$ cat config.mk
export PLATFORM = sky130hd
export DESIGN_NAME = memory_bist_sequencer
export DESIGN_NICKNAME = d
export VERILOG_FILES = /design/src/design/mbs_pkg.sv /design/src/design/memory_bist_sequencer.sv /design/src/design/mbs_cfg_regs.sv /design/src/design/mbs_seq.sv
export VERILOG_INCLUDE_DIRS = /design/src /design/src/design
export SDC_FILE = /design/constraint.sdc
export NUM_CORES = 2
export LEC_CHECK = 0
export BUFFER_PORTS_ARGS = -buffer_cell sky130_fd_sc_hd__buf_2
export CAP_MARGIN = 20
export CORE_ASPECT_RATIO = 1.4
export CORE_UTILIZATION = 50
export CTS_CLUSTER_SIZE = 12
export DETAILED_ROUTE_END_ITERATION = 6
export GPL_TIMING_DRIVEN = 0
export HOLD_SLACK_MARGIN = 0.15
export PLACE_DENSITY = 0.67
export SLEW_MARGIN = 10
export SYNTH_ARGS = -nofsm -noshare
export SYNTH_HDL_FRONTEND = slang
export SYNTH_SLANG_ARGS = --single-unit
$ cat constraint.sdc
create_clock -name i_clk -period 21.5 [get_ports i_clk]
set_clock_uncertainty 0.1 [all_clocks]
set_input_delay 2.15 -clock i_clk [delete_from_list [all_inputs] [get_ports i_clk]]
set_output_delay 2.15 -clock i_clk [all_outputs]
set_load 0.05 [all_outputs]
$ cat src/design/memory_bist_sequencer_defines.svh
// ----------------------------------------------------------------------------
// Memory BIST sequencer assertion macros
// Shared concurrent assertion forms, clocked on i_clk, off during reset.
// ----------------------------------------------------------------------------
`ifndef MEMORY_BIST_SEQUENCER_DEFINES_SVH
`define MEMORY_BIST_SEQUENCER_DEFINES_SVH

// same-cycle implication
`define MBS_ASSERT_NOW(lbl, ante, cons, msg) \
    lbl: assert property (@(posedge i_clk) disable iff (!i_rst_n) (ante) |-> (cons)) \
        else $error(msg);

// next-cycle implication
`define MBS_ASSERT_NEXT(lbl, ante, cons, msg) \
    lbl: assert property (@(posedge i_clk) disable iff (!i_rst_n) (ante) |=> (cons)) \
        else $error(msg);

`endif

$ cat src/design/mbs_pkg.sv
// ----------------------------------------------------------------------------
// mbs_pkg
// Types, constants and pattern tables of the memory BIST sequencer.
// ----------------------------------------------------------------------------
`timescale 1ns / 1ps

package mbs_pkg;

    localparam int NUM_SEEDS  = 6;
    localparam int ADDR_WIDTH = 32;
    localparam logic [31:0] ADDR_MASK = 32'((64'd1 << ADDR_WIDTH) - 64'd1);

    localparam logic [31:0] PAT_A    = 32'hAAAAAAAA;
    localparam logic [31:0] PAT_5    = 32'h55555555;
    localparam logic [31:0] ALL_ONES = 32'hFFFFFFFF;
    localparam logic [31:0] MASK_B   = 32'h000000FF;
    localparam logic [31:0] MASK_H   = 32'h0000FFFF;

    typedef enum logic [2:0] {
        TEST_DATABUS  = 3'd0,
        TEST_CHECKER  = 3'd1,
        TEST_MARCH    = 3'd2,
        TEST_SEQUENCE = 3'd3,
        TEST_RAND8    = 3'd4,
        TEST_RAND16   = 3'd5,
        TEST_RAND32   = 3'd6,
        TEST_IDLE     = 3'd7
    } t_test;

    typedef enum logic [1:0] {
        CMD_NONE  = 2'd0,
        CMD_WRITE = 2'd1,
        CMD_READ  = 2'd2
    } t_cmd;

    typedef enum logic [1:0] {
        SZ_BYTE = 2'd0,
        SZ_HALF = 2'd1,
        SZ_WORD = 2'd2
    } t_size;

    typedef enum logic [2:0] {
        REG_BASE  = 3'd0,
        REG_SIZE  = 3'd1,
        REG_CASES = 3'd2,
        REG_TMASK = 3'd3,
        REG_TVAL  = 3'd4,
        REG_LOOPS = 3'd5
    } t_reg;

    // march op codes
    localparam logic [1:0] MOP_W0 = 2'd0;
    localparam logic [1:0] MOP_W1 = 2'd1;
    localparam logic [1:0] MOP_R0 = 2'd2;
    localparam logic [1:0] MOP_R1 = 2'd3;

    typedef struct packed {
        logic [31:0] base;
        logic [31:0] size;
        logic [6:0]  cases;
        logic [31:0] tmask;
        logic [31:0] tval;
        logic [31:0] loops;
    } t_cfg;

    // packed so that the first field sits in the highest bits
    typedef struct packed {
        t_test       test_id;
        logic [31:0] fail_actual;
        logic [31:0] fail_expected;
        logic [31:0] fail_addr;
        logic        run_failed;
        logic        run_done;
        logic [31:0] write_data;
        logic [31:0] mem_addr;
        t_size       access_size;
        t_cmd        mem_cmd;
    } t_result;

    localparam int RESULT_W = $bits(t_result);
    localparam int TDATA_W  = ((RESULT_W + 7) / 8) * 8;

    typedef struct packed {
        logic        ok;
        t_test       test;
        logic [2:0]  seed;
        logic [31:0] lc;
    } t_find;

    function automatic logic [31:0] seed_tab(input logic [2:0] idx);
        logic [31:0] v;
        case (idx)
            3'd0:    v = 32'd414505433;
            3'd1:    v = 32'd4101696611;
            3'd2:    v = 32'd314159265;
            3'd3:    v = 32'd1215752195;
            3'd4:    v = 32'd99989;
            3'd5:    v = 32'd7271477;
            3'd6:    v = 32'd414505433;
            default: v = 32'd4101696611;
        endcase
        return v;
    endfunction

    function automatic logic [31:0] lfsr_next(input logic [31:0] s);
        logic fb;
        fb = s[31] ^ s[6] ^ s[4] ^ s[1] ^ s[0];
        return {fb, s[31:1]};
    endfunction

    function automatic logic [1:0] march_op(input logic [2:0] el, input logic [1:0] op);
        logic [1:0] c;
        case ({el, op})
            {3'd1, 2'd0}: c = MOP_R0;
            {3'd1, 2'd1}: c = MOP_W1;
            {3'd2, 2'd0}: c = MOP_R1;
            {3'd2, 2'd1}: c = MOP_W0;
            {3'd2, 2'd2}: c = MOP_R0;
            {3'd3, 2'd0}: c = MOP_W1;
            {3'd4, 2'd0}: c = MOP_R1;
            {3'd5, 2'd0}: c = MOP_R0;
            {3'd5, 2'd1}: c = MOP_W1;
            {3'd6, 2'd0}: c = MOP_R1;
            {3'd7, 2'd0}: c = MOP_R0;
            default:      c = MOP_W0;
        endcase
        return c;
    endfunction

    function automatic logic [1:0] march_nops(input logic [2:0] el);
        logic [1:0] n;
        case (el)
            3'd0, 3'd3, 3'd7: n = 2'd1;
            3'd2:             n = 2'd3;
            default:          n = 2'd2;
        endcase
        return n;
    endfunction

    function automatic logic march_back(input logic [2:0] el);
        return (el == 3'd2) || (el == 3'd5) || (el == 3'd6) || (el == 3'd7);
    endfunction

    function automatic logic [31:0] seg_len(input t_test t, input logic [31:0] size);
        logic [31:0] l;
        case (t)
            TEST_DATABUS: l = 32'd32;
            TEST_RAND8:   l = size;
            TEST_RAND16:  l = {1'b0, size[31:1]};
            default:      l = {2'b0, size[31:2]};
        endcase
        return l;
    endfunction

    // first enabled test at or above a start index, 7 when none
    function automatic logic [2:0] first_en(input logic [6:0] en, input logic [3:0] from);
        logic [2:0] r;
        r = 3'd7;
        for (int k = 6; k >= 0; k--) begin
            if (en[k] && (4'(k) >= from)) begin
                r = 3'(k);
            end
        end
        return r;
    endfunction

    // next test after a finished one, stepping seeds and loops
    function automatic t_find find_next(input logic [6:0] en, input logic [3:0] from,
                                        input logic [2:0] seed, input logic [31:0] lc,
                                        input logic [31:0] loops);
        t_find       f;
        logic [3:0]  a;
        logic [3:0]  s1;
        logic [32:0] lc1;
        a   = {1'b0, first_en(en, from)};
        s1  = {1'b0, seed} + 4'd1;
        lc1 = {1'b0, lc} + 33'd1;
        f.ok   = 1'b1;
        f.seed = seed;
        f.lc   = lc;
        f.test = t_test'(a[2:0]);
        if (a == 4'd7) begin
            if ((en[6:4] != 3'b0) && (s1 < 4'(NUM_SEEDS))) begin
                f.seed = s1[2:0];
                f.test = t_test'(first_en(en, 4'd4));
            end else begin
                f.lc = lc1[31:0];
                if ((loops != 32'd0) && (lc1 >= {1'b0, loops})) begin
                    f.ok   = 1'b0;
                    f.test = TEST_IDLE;
                end else begin
                    f.seed = 3'd0;
                    f.test = t_test'(first_en(en, 4'd0));
                end
            end
        end
        return f;
    endfunction

endpackage

$ cat src/design/memory_bist_sequencer.sv
// ----------------------------------------------------------------------------
// memory_bist_sequencer
// Memory self-test engine: at most one memory access per item, checks read data.
// ----------------------------------------------------------------------------
// Usage:
//   Slave channel: one item per memory step. tuser = req_type (0 starts a
//   run, 1 reports the memory ready), tdata = read data of the previous read.
//   Master channel: one result item per input item with the next access
//   (command, size, address, write or expected data), run status, first
//   failure data and the running test.
//   Configuration registers are written through i_cfg_we / i_cfg_index /
//   i_cfg_wdata and sampled when a run starts.
//   Latency: the result of an item is valid the cycle after it is accepted.
//   Throughput: one item per cycle unless the master side stalls; the
//   sequencer state update and the next-access logic sit between the
//   state registers and the result register.
//   Reset: no run active, idle results with run_done low, registers at
//   their reset values.
//   Stall: the result register holds while m_axis_tready is low and the
//   slave side accepts an item only once the register is free or drained
//   in the same cycle.
// ----------------------------------------------------------------------------
`timescale 1ns / 1ps
`include "memory_bist_sequencer_defines.svh"

module memory_bist_sequencer
    import mbs_pkg::*;
(
    input  logic               i_clk,
    input  logic               i_rst_n,
    input  logic               s_axis_tvalid,
    output logic               s_axis_tready,
    input  logic [31:0]        s_axis_tdata,   // read_data
    input  logic               s_axis_tuser,   // req_type
    output logic               m_axis_tvalid,
    input  logic               m_axis_tready,
    // mem_cmd, access_size, mem_addr, write_data, run_done, run_failed,
    // fail_addr, fail_expected, fail_actual, test_id
    output logic [TDATA_W-1:0] m_axis_tdata,
    input  logic               i_cfg_we,
    input  logic [2:0]         i_cfg_index,
    input  logic [31:0]        i_cfg_wdata
);

    t_cfg    cfg;
    t_result res;
    t_result r_res;
    logic    r_valid;
    logic    step;

    assign s_axis_tready = !r_valid || m_axis_tready;
    assign step          = s_axis_tvalid && s_axis_tready;

    mbs_cfg_regs u_cfg (
        .i_clk       (i_clk),
        .i_rst_n     (i_rst_n),
        .i_cfg_we    (i_cfg_we),
        .i_cfg_index (i_cfg_index),
        .i_cfg_wdata (i_cfg_wdata),
        .o_cfg       (cfg)
    );

    mbs_seq u_seq (
        .i_clk    (i_clk),
        .i_rst_n  (i_rst_n),
        .i_step   (step),
        .i_req    (s_axis_tuser),
        .i_rdata  (s_axis_tdata),
        .i_cfg    (cfg),
        .o_result (res)
    );

    always_ff @(posedge i_clk) begin
        if (!i_rst_n) begin
            r_valid <= 1'b0;
        end else if (step) begin
            r_valid <= 1'b1;
        end else if (m_axis_tready) begin
            r_valid <= 1'b0;
        end
    end

    always_ff @(posedge i_clk) begin
        if (step) begin
            r_res <= res;
        end
    end

    assign m_axis_tvalid = r_valid;
    assign m_axis_tdata  = TDATA_W'(r_res);

    `MBS_ASSERT_NOW(a_idle_id, r_valid && (r_res.mem_cmd == CMD_NONE), r_res.test_id == TEST_IDLE, "idle result with a running test")
    `MBS_ASSERT_NOW(a_done_quiet, r_valid && r_res.run_done, r_res.mem_cmd == CMD_NONE, "access issued after the run ended")
    `MBS_ASSERT_NEXT(a_start_clean, step && !s_axis_tuser, m_axis_tvalid && !r_res.run_failed, "start item left a failure flag")

endmodule

$ cat src/design/mbs_cfg_regs.sv
// ----------------------------------------------------------------------------
// mbs_cfg_regs
// Configuration register file written through the plain write port.
// ----------------------------------------------------------------------------
`timescale 1ns / 1ps

module mbs_cfg_regs
    import mbs_pkg::*;
(
    input  logic        i_clk,
    input  logic        i_rst_n,
    input  logic        i_cfg_we,
    input  logic [2:0]  i_cfg_index,
    input  logic [31:0] i_cfg_wdata,
    output t_cfg        o_cfg
);

    t_cfg r_cfg;

    always_ff @(posedge i_clk) begin
        if (!i_rst_n) begin
            r_cfg.base  <= 32'd0;
            r_cfg.size  <= 32'd0;
            r_cfg.cases <= 7'h7F;
            r_cfg.tmask <= 32'd0;
            r_cfg.tval  <= 32'd0;
            r_cfg.loops <= 32'd1;
        end else if (i_cfg_we) begin
            case (t_reg'(i_cfg_index))
                REG_BASE:  r_cfg.base  <= i_cfg_wdata;
                REG_SIZE:  r_cfg.size  <= i_cfg_wdata;
                REG_CASES: r_cfg.cases <= i_cfg_wdata[6:0];
                REG_TMASK: r_cfg.tmask <= i_cfg_wdata;
                REG_TVAL:  r_cfg.tval  <= i_cfg_wdata;
                REG_LOOPS: r_cfg.loops <= i_cfg_wdata;
                default: begin
                end
            endcase
        end
    end

    assign o_cfg = r_cfg;

endmodule

$ cat src/design/mbs_seq.sv
// ----------------------------------------------------------------------------
// mbs_seq
// Test sequencer: run state, read compare and next access per item.
// ----------------------------------------------------------------------------
`timescale 1ns / 1ps

module mbs_seq
    import mbs_pkg::*;
(
    input  logic        i_clk,
    input  logic        i_rst_n,
    input  logic        i_step,
    input  logic        i_req,
    input  logic [31:0] i_rdata,
    input  t_cfg        i_cfg,
    output t_result     o_result
);

    t_cfg        r_snap,    n_snap;
    t_test       r_phase,   n_phase;
    logic [2:0]  r_elem,    n_elem;
    logic [1:0]  r_op,      n_op;
    logic [31:0] r_ptr,     n_ptr;
    logic [31:0] r_lfsr,    n_lfsr;
    logic [2:0]  r_seed,    n_seed;
    logic        r_swap,    n_swap;
    logic        r_verify,  n_verify;
    logic [31:0] r_lc,      n_lc;
    logic        r_active,  n_active;
    logic        r_over,    n_over;
    logic        r_fail,    n_fail;
    logic [31:0] r_faddr,   n_faddr;
    logic [31:0] r_fexp,    n_fexp;
    logic [31:0] r_fact,    n_fact;
    logic        r_pend,    n_pend;
    logic [31:0] r_pexp,    n_pexp;
    logic [31:0] r_paddr,   n_paddr;
    t_size       r_psize,   n_psize;

    t_cfg        c;
    logic [6:0]  en;
    logic [31:0] len;
    logic [31:0] pmask;
    logic [31:0] act;
    logic [31:0] base;
    logic [31:0] word;
    logic [31:0] addr;
    logic [31:0] data;
    logic [31:0] wmask;
    logic [1:0]  code;
    logic [1:0]  op1;
    logic        rd;
    t_size       sz;
    t_find       f;
    t_result     res;

    always_comb begin
        n_snap   = r_snap;
        n_phase  = r_phase;
        n_elem   = r_elem;
        n_op     = r_op;
        n_ptr    = r_ptr;
        n_lfsr   = r_lfsr;
        n_seed   = r_seed;
        n_swap   = r_swap;
        n_verify = r_verify;
        n_lc     = r_lc;
        n_active = r_active;
        n_over   = r_over;
        n_fail   = r_fail;
        n_faddr  = r_faddr;
        n_fexp   = r_fexp;
        n_fact   = r_fact;
        n_pend   = 1'b0;
        n_pexp   = r_pexp;
        n_paddr  = r_paddr;
        n_psize  = r_psize;
        res      = '0;
        res.test_id = TEST_IDLE;
        f        = '0;
        word     = '0;
        code     = MOP_W0;
        op1      = '0;

        c = i_req ? r_snap : i_cfg;
        for (int k = 0; k < 7; k++) begin
            en[k] = c.cases[k] && (seg_len(t_test'(3'(k)), c.size) != 32'd0);
        end

        case (r_psize)
            SZ_BYTE: pmask = MASK_B;
            SZ_HALF: pmask = MASK_H;
            default: pmask = ALL_ONES;
        endcase
        act = i_rdata & pmask;

        if (!i_req) begin
            n_snap   = i_cfg;
            n_seed   = 3'd0;
            n_lc     = 32'd0;
            n_fail   = 1'b0;
            n_faddr  = 32'd0;
            n_fexp   = 32'd0;
            n_fact   = 32'd0;
            n_pexp   = 32'd0;
            n_active = 1'b1;
            n_over   = 1'b0;
            if (en == 7'd0) begin
                n_active = 1'b0;
                n_over   = 1'b1;
                n_phase  = TEST_IDLE;
            end else begin
                n_phase  = t_test'(first_en(en, 4'd0));
                n_elem   = 3'd0;
                n_op     = 2'd0;
                n_verify = 1'b0;
                n_ptr    = 32'd0;
                n_swap   = 1'b0;
                n_lfsr   = seed_tab(3'd0);
            end
        end else if (r_active && r_pend && (act != r_pexp)) begin
            if (!r_fail) begin
                n_faddr = r_paddr;
                n_fexp  = r_pexp;
                n_fact  = act;
            end
            n_fail = 1'b1;
            if (r_phase != TEST_DATABUS) begin
                n_active = 1'b0;
                n_over   = 1'b1;
                n_phase  = TEST_IDLE;
            end
        end

        // segment end: move on within the test, to the next test, or end the run
        len = seg_len(n_phase, c.size);
        if (n_active && (n_ptr >= len)) begin
            n_ptr = 32'd0;
            n_op  = 2'd0;
            if (n_phase == TEST_MARCH && n_elem != 3'd7) begin
                n_elem = n_elem + 3'd1;
            end else if (n_phase != TEST_MARCH && !n_verify) begin
                n_verify = 1'b1;
                n_lfsr   = seed_tab(n_seed);
            end else if (n_phase == TEST_CHECKER && !n_swap) begin
                n_swap   = 1'b1;
                n_verify = 1'b0;
            end else if (n_phase == TEST_DATABUS && n_fail) begin
                n_active = 1'b0;
                n_over   = 1'b1;
                n_phase  = TEST_IDLE;
            end else begin
                f      = find_next(en, {1'b0, n_phase} + 4'd1, n_seed, n_lc, c.loops);
                n_seed = f.seed;
                n_lc   = f.lc;
                if (!f.ok) begin
                    n_active = 1'b0;
                    n_over   = 1'b1;
                    n_phase  = TEST_IDLE;
                end else begin
                    n_phase  = f.test;
                    n_elem   = 3'd0;
                    n_verify = 1'b0;
                    n_swap   = 1'b0;
                    n_lfsr   = seed_tab(f.seed);
                end
            end
            len = seg_len(n_phase, c.size);
        end

        base  = {c.base[31:2], 2'b00};
        addr  = base + {n_ptr[29:0], 2'b00};
        data  = 32'd0;
        wmask = ALL_ONES;
        sz    = SZ_WORD;
        rd    = n_verify;
        case (n_phase)
            TEST_DATABUS: begin
                data  = 32'd1 << n_ptr[4:0];
                n_ptr = n_ptr + 32'd1;
            end
            TEST_CHECKER: begin
                data  = (n_ptr[0] ^ n_swap) ? PAT_5 : PAT_A;
                n_ptr = n_ptr + 32'd1;
            end
            TEST_MARCH: begin
                code = march_op(n_elem, n_op);
                word = march_back(n_elem) ? (len - 32'd1 - n_ptr) : n_ptr;
                addr = base + {word[29:0], 2'b00};
                rd   = code[1];
                data = code[0] ? ALL_ONES : 32'd0;
                op1  = n_op + 2'd1;
                if (op1 >= march_nops(n_elem)) begin
                    n_op  = 2'd0;
                    n_ptr = n_ptr + 32'd1;
                end else begin
                    n_op = op1;
                end
            end
            TEST_SEQUENCE: begin
                data  = ((addr & ADDR_MASK) & ~c.tmask) | c.tval;
                n_ptr = n_ptr + 32'd1;
            end
            TEST_RAND8: begin
                sz     = SZ_BYTE;
                wmask  = MASK_B;
                n_lfsr = lfsr_next(n_lfsr);
                data   = n_lfsr & wmask;
                addr   = base + n_ptr;
                n_ptr  = n_ptr + 32'd1;
            end
            TEST_RAND16: begin
                sz     = SZ_HALF;
                wmask  = MASK_H;
                n_lfsr = lfsr_next(n_lfsr);
                data   = n_lfsr & wmask;
                addr   = base + {n_ptr[30:0], 1'b0};
                n_ptr  = n_ptr + 32'd1;
            end
            TEST_RAND32: begin
                n_lfsr = lfsr_next(n_lfsr);
                data   = n_lfsr;
                n_ptr  = n_ptr + 32'd1;
            end
            default: begin
            end
        endcase
        addr = addr & ADDR_MASK;

        if (n_active) begin
            res.mem_cmd     = rd ? CMD_READ : CMD_WRITE;
            res.access_size = sz;
            res.mem_addr    = addr;
            res.write_data  = data;
            res.test_id     = n_phase;
            if (rd) begin
                n_pend  = 1'b1;
                n_pexp  = data;
                n_paddr = addr;
                n_psize = sz;
            end
        end else begin
            n_elem   = r_elem;
            n_op     = r_op;
            n_ptr    = r_ptr;
            n_lfsr   = r_lfsr;
            n_verify = r_verify;
            n_swap   = r_swap;
            if (!r_active) begin
                n_seed = r_seed;
                n_lc   = r_lc;
            end
        end
        res.run_done      = n_over;
        res.run_failed    = n_fail;
        res.fail_addr     = n_faddr;
        res.fail_expected = n_fexp;
        res.fail_actual   = n_fact;
    end

    always_ff @(posedge i_clk) begin
        if (!i_rst_n) begin
            r_snap   <= '0;
            r_phase  <= TEST_IDLE;
            r_elem   <= 3'd0;
            r_op     <= 2'd0;
            r_ptr    <= 32'd0;
            r_lfsr   <= 32'd0;
            r_seed   <= 3'd0;
            r_swap   <= 1'b0;
            r_verify <= 1'b0;
            r_lc     <= 32'd0;
            r_active <= 1'b0;
            r_over   <= 1'b0;
            r_fail   <= 1'b0;
            r_faddr  <= 32'd0;
            r_fexp   <= 32'd0;
            r_fact   <= 32'd0;
            r_pend   <= 1'b0;
            r_pexp   <= 32'd0;
            r_paddr  <= 32'd0;
            r_psize  <= SZ_WORD;
        end else if (i_step) begin
            r_snap   <= n_snap;
            r_phase  <= n_phase;
            r_elem   <= n_elem;
            r_op     <= n_op;
            r_ptr    <= n_ptr;
            r_lfsr   <= n_lfsr;
            r_seed   <= n_seed;
            r_swap   <= n_swap;
            r_verify <= n_verify;
            r_lc     <= n_lc;
            r_active <= n_active;
            r_over   <= n_over;
            r_fail   <= n_fail;
            r_faddr  <= n_faddr;
            r_fexp   <= n_fexp;
            r_fact   <= n_fact;
            r_pend   <= n_pend;
            r_pexp   <= n_pexp;
            r_paddr  <= n_paddr;
            r_psize  <= n_psize;
        end
    end

    assign o_result = res;

endmodule
==> results by group <==
Yosys
  • Syn Area/Cell: 7.901 um2
  • Top cells by area, synth: dfxtp_1 27%, edfxtp_1 12%, nand2_1 8.5%, a21oi_1 8.0%, nor2_1 5.7%
  • Seq/Total Area, Yosys: 38.88%
  • Top-count cell post-synth: nand2_1
  • Main flop type after synthesis: dfxtp_1
  • Async set-reset flop share out of synthesis: 0%
  • Mapped cell area: 44050 um2
  • Top cells by count, synth: 1000 x nand2_1, 701 x a21oi_1, 665 x nor2_1
  • Synth warnings: 0
  • Post-synth EDFFs: 169
  • Post-synthesis cell count: 5575
  • Synth top area share: 27.36%
  • Yosys reg bits: 771
  • Distinct cell type count after synthesis: 102
  • Cell taking the most area after synthesis: dfxtp_1

Setup path
  • CP Capture Type: flop
  • Crit-path most repeated cell: clkbuf_1
  • Max stage delay on crit path: 1100 ps
  • Worst Path Arrival: 21280 ps
  • CP Class: input pin to flop
  • Startpoint Class: input pin
  • Req. time, crit path: 21750 ps
  • Worst-path maximum fanout: 10
  • Slowest stage cell, crit path: o31ai_4

Drt
  • Post-DRT Antenna Nets: 0
  • Routed WL: 203400 um
  • Routed vias: 45980
  • Drt wl/cell: 28.41 um
  • Starting DRT DRC Count: 5900
  • Drt drc: 3
  • Vias/cell: 6.421
  • Drt pass-1 iters: 7

Clocking
  • CTS tree: done
  • H-tree levels: 3
  • Post-CTS setup buffers: 0
  • Worst-Skew Late Latency: 680 ps
  • Clock transition at the registers of the reported paths: 70 ps
  • Num CTS Buffers: 81
  • Clk sinks: 771
  • Bufs on Longest Clock Path: 3
  • CTS root buf: clkbuf_16

Power
  • Pwr Density: 77.95 nW/um2
  • Power, Total: 3877 uW
  • Worst vdd ir: 0.00005068 V
  • Leakage Power: 0.01903 uW

Floorplanning
  • Initial Util: 50.56%
  • Die height: 353.2 um
  • Core ar.: 87120 um2
  • Area of the die: 89300 um2
  • Die width: 252.8 um
  • IO Count: 251
  • Row Count: 128

Global routing
  • Total gr overflow: 0
  • Vias in the first global route: 42540
  • First-pass GRT wire length: 288700 um
  • Total Routing Usage GR: 44.53%
  • Largest net degree at the start of global routing: 68
  • Initial antenna violation count: 10

Timing
  • Rel. slew slack: 13.44%
  • Tcrit/Tclk final: 97.84%
  • Hold Vio Cnt, Final: 0
  • Final Max Tran Viols: 0
  • # setup viols final: 0
  • Fmax: 0.04754 GHz
  • Worst Max-Slew Pin Slew: 1291 ps
  • Minimum clock period: 21040 ps
  • RSZ-0062 raised after global routing: false

Run status
  • Status: finished with violations
  • Violated checks: design-rule violations

Flow run
  • Number of max-cap violations: 0

Cells and area
  • Finished Layout Cells: 7161
  • Filler cells: 8443
  • Area Overhead vs Synth: 12.93%
  • Nets: 6183
  • Final Instance Area: 49740 um2
  • FF+latch area: 17130 um2
  • Proportion of layout cells with a drive suffix above 1: 8.972%
  • Multi-input logic area: 25110 um2

Worst hold path
  • Hold/Removal Path Class: flop to flop

Place
  • GPL Wtd Cong: 1.144
  • Post-DP HPWL: 158200 um
  • # port buffers: 242
  • Dpl cells: 7006
  • Cell Area, Placed: 46970 um2
-- path summary, 6_finish.rpt --
check / start / cells past startpoint / slack [ps] / endpoint
setup / recovery: s_axis_tuser / 61 / 460 / m_axis_tdata[35]
hold / removal: u_seq.r_snap[145] / 2 / 350 / u_seq.r_snap[145]
setup reg to reg: u_seq.r_snap[121] / 59 / 2040 / m_axis_tdata[35]
hold reg to reg: u_seq.r_snap[145] / 2 / 350 / u_seq.r_snap[145]
-- report_power, final --
part	leakage (uW)	total, uW	internal, uW	switching (uW)
registers	0.00659	1550	1530	27.7
logic	0.0112	884	243	640
clock network	0.00128	1440	809	632
total	0.0190	3880	2580	1300
-- layer usage --
| metal | global-route usage (%) | wire length [um] |
|---|---|---|
| met5 | 0.3235 | 67 |
| met4 | 43.41 | 24000 |
| met3 | 10.31 | 20100 |
| met2 | 68.40 | 88280 |
| met1 | 50.19 | 71000 |
-- metrics by stage --
step                      hold slack (ps)  setup slack, ps  utilization [%]  setup TNS, ps
final                               353.6            464.9            57.09              0
after global routing                365.6            16.64            57.08              0
after CTS                           350.9            208.3            56.96              0
after detailed placement            342.6            -1096            53.91          -1917
after global placement              337.8            -1130            53.65          -1948
after floorplan                     331.5             5501                -              0
-- worst max-delay path, delay by kind of cell --
kind / cells / cell delay, ps
AOI/OAI and AO/OA: 31 / 9560
xor gates and xnor gates: 3 / 880
adders and majority gates: 4 / 1340
buffers and inverters: 14 / 5180
muxes: 1 / 490
and+or+nand+nor: 8 / 1570
-- logic make-up after synthesis --
family	count (synthesis)	synth area share (%)
muxes	226	5.349
AOI/OAI and AO/OA	1509	21.35
and+or+nand+nor	2279	22.38
adders and majority gates	182	5.289
buffers and inverters	488	4.315
xor gates and xnor gates	119	2.429
other	1	0.008514
DFF	771	38.88
-- layout make-up --
cell class	count	area share, %
Inverter	112	0.8452
Clock inverter	20	0.6037
Sequential cell	771	34.43
Tap cell	1170	2.943
Timing Repair Buffer	265	2.945
Multi-Input combinational cell	4322	50.48
Buffer	375	2.998
Clock buffer	120	4.721
Antenna cell	6	0.03018
-- flip-flops by register name (all words and copies together), names as in the netlist, 2 cells and up --
name and cells:
m_axis_tdata 169, u_cfg.o_cfg 163, u_seq.r_elem 3, u_seq.r_fact 32
u_seq.r_faddr 32, u_seq.r_fexp 32, u_seq.r_lc 32, u_seq.r_lfsr 32
u_seq.r_op 2, u_seq.r_paddr 32, u_seq.r_pexp 32, u_seq.r_phase 3
u_seq.r_psize 2, u_seq.r_ptr 32, u_seq.r_seed 3, u_seq.r_snap 163
-- cells in the final DEF, fill, tap and decap left out, types with 49 or more instances in the layout --
| cell | count |
|---|---|
| a21oi_1 | 700 |
| clkbuf_16 | 85 |
| nand2_1 | 1000 |
| mux2i_1 | 154 |
| a21o_1 | 51 |
| ha_1 | 175 |
| clkbuf_1 | 326 |
| inv_1 | 106 |
| buf_2 | 261 |
| mux2_2 | 71 |
| edfxtp_1 | 169 |
| dfxtp_1 | 602 |
| xnor2_1 | 75 |
| o21ai_0 | 195 |
| nand3_1 | 122 |
| nand4_1 | 55 |
| nor2_1 | 664 |
| a211oi_1 | 138 |
| nor3_1 | 161 |
| a31oi_1 | 49 |
| and2_1 | 61 |
-- what timing repair did --
item | 4_1_cts | 5_1_grt
gates resized for setup | 2 | 3
hold buffers | 0 | 0
endpoints found under the setup margin | 2 | 2
Note: power is estimated with default switching activity, not from simulation.
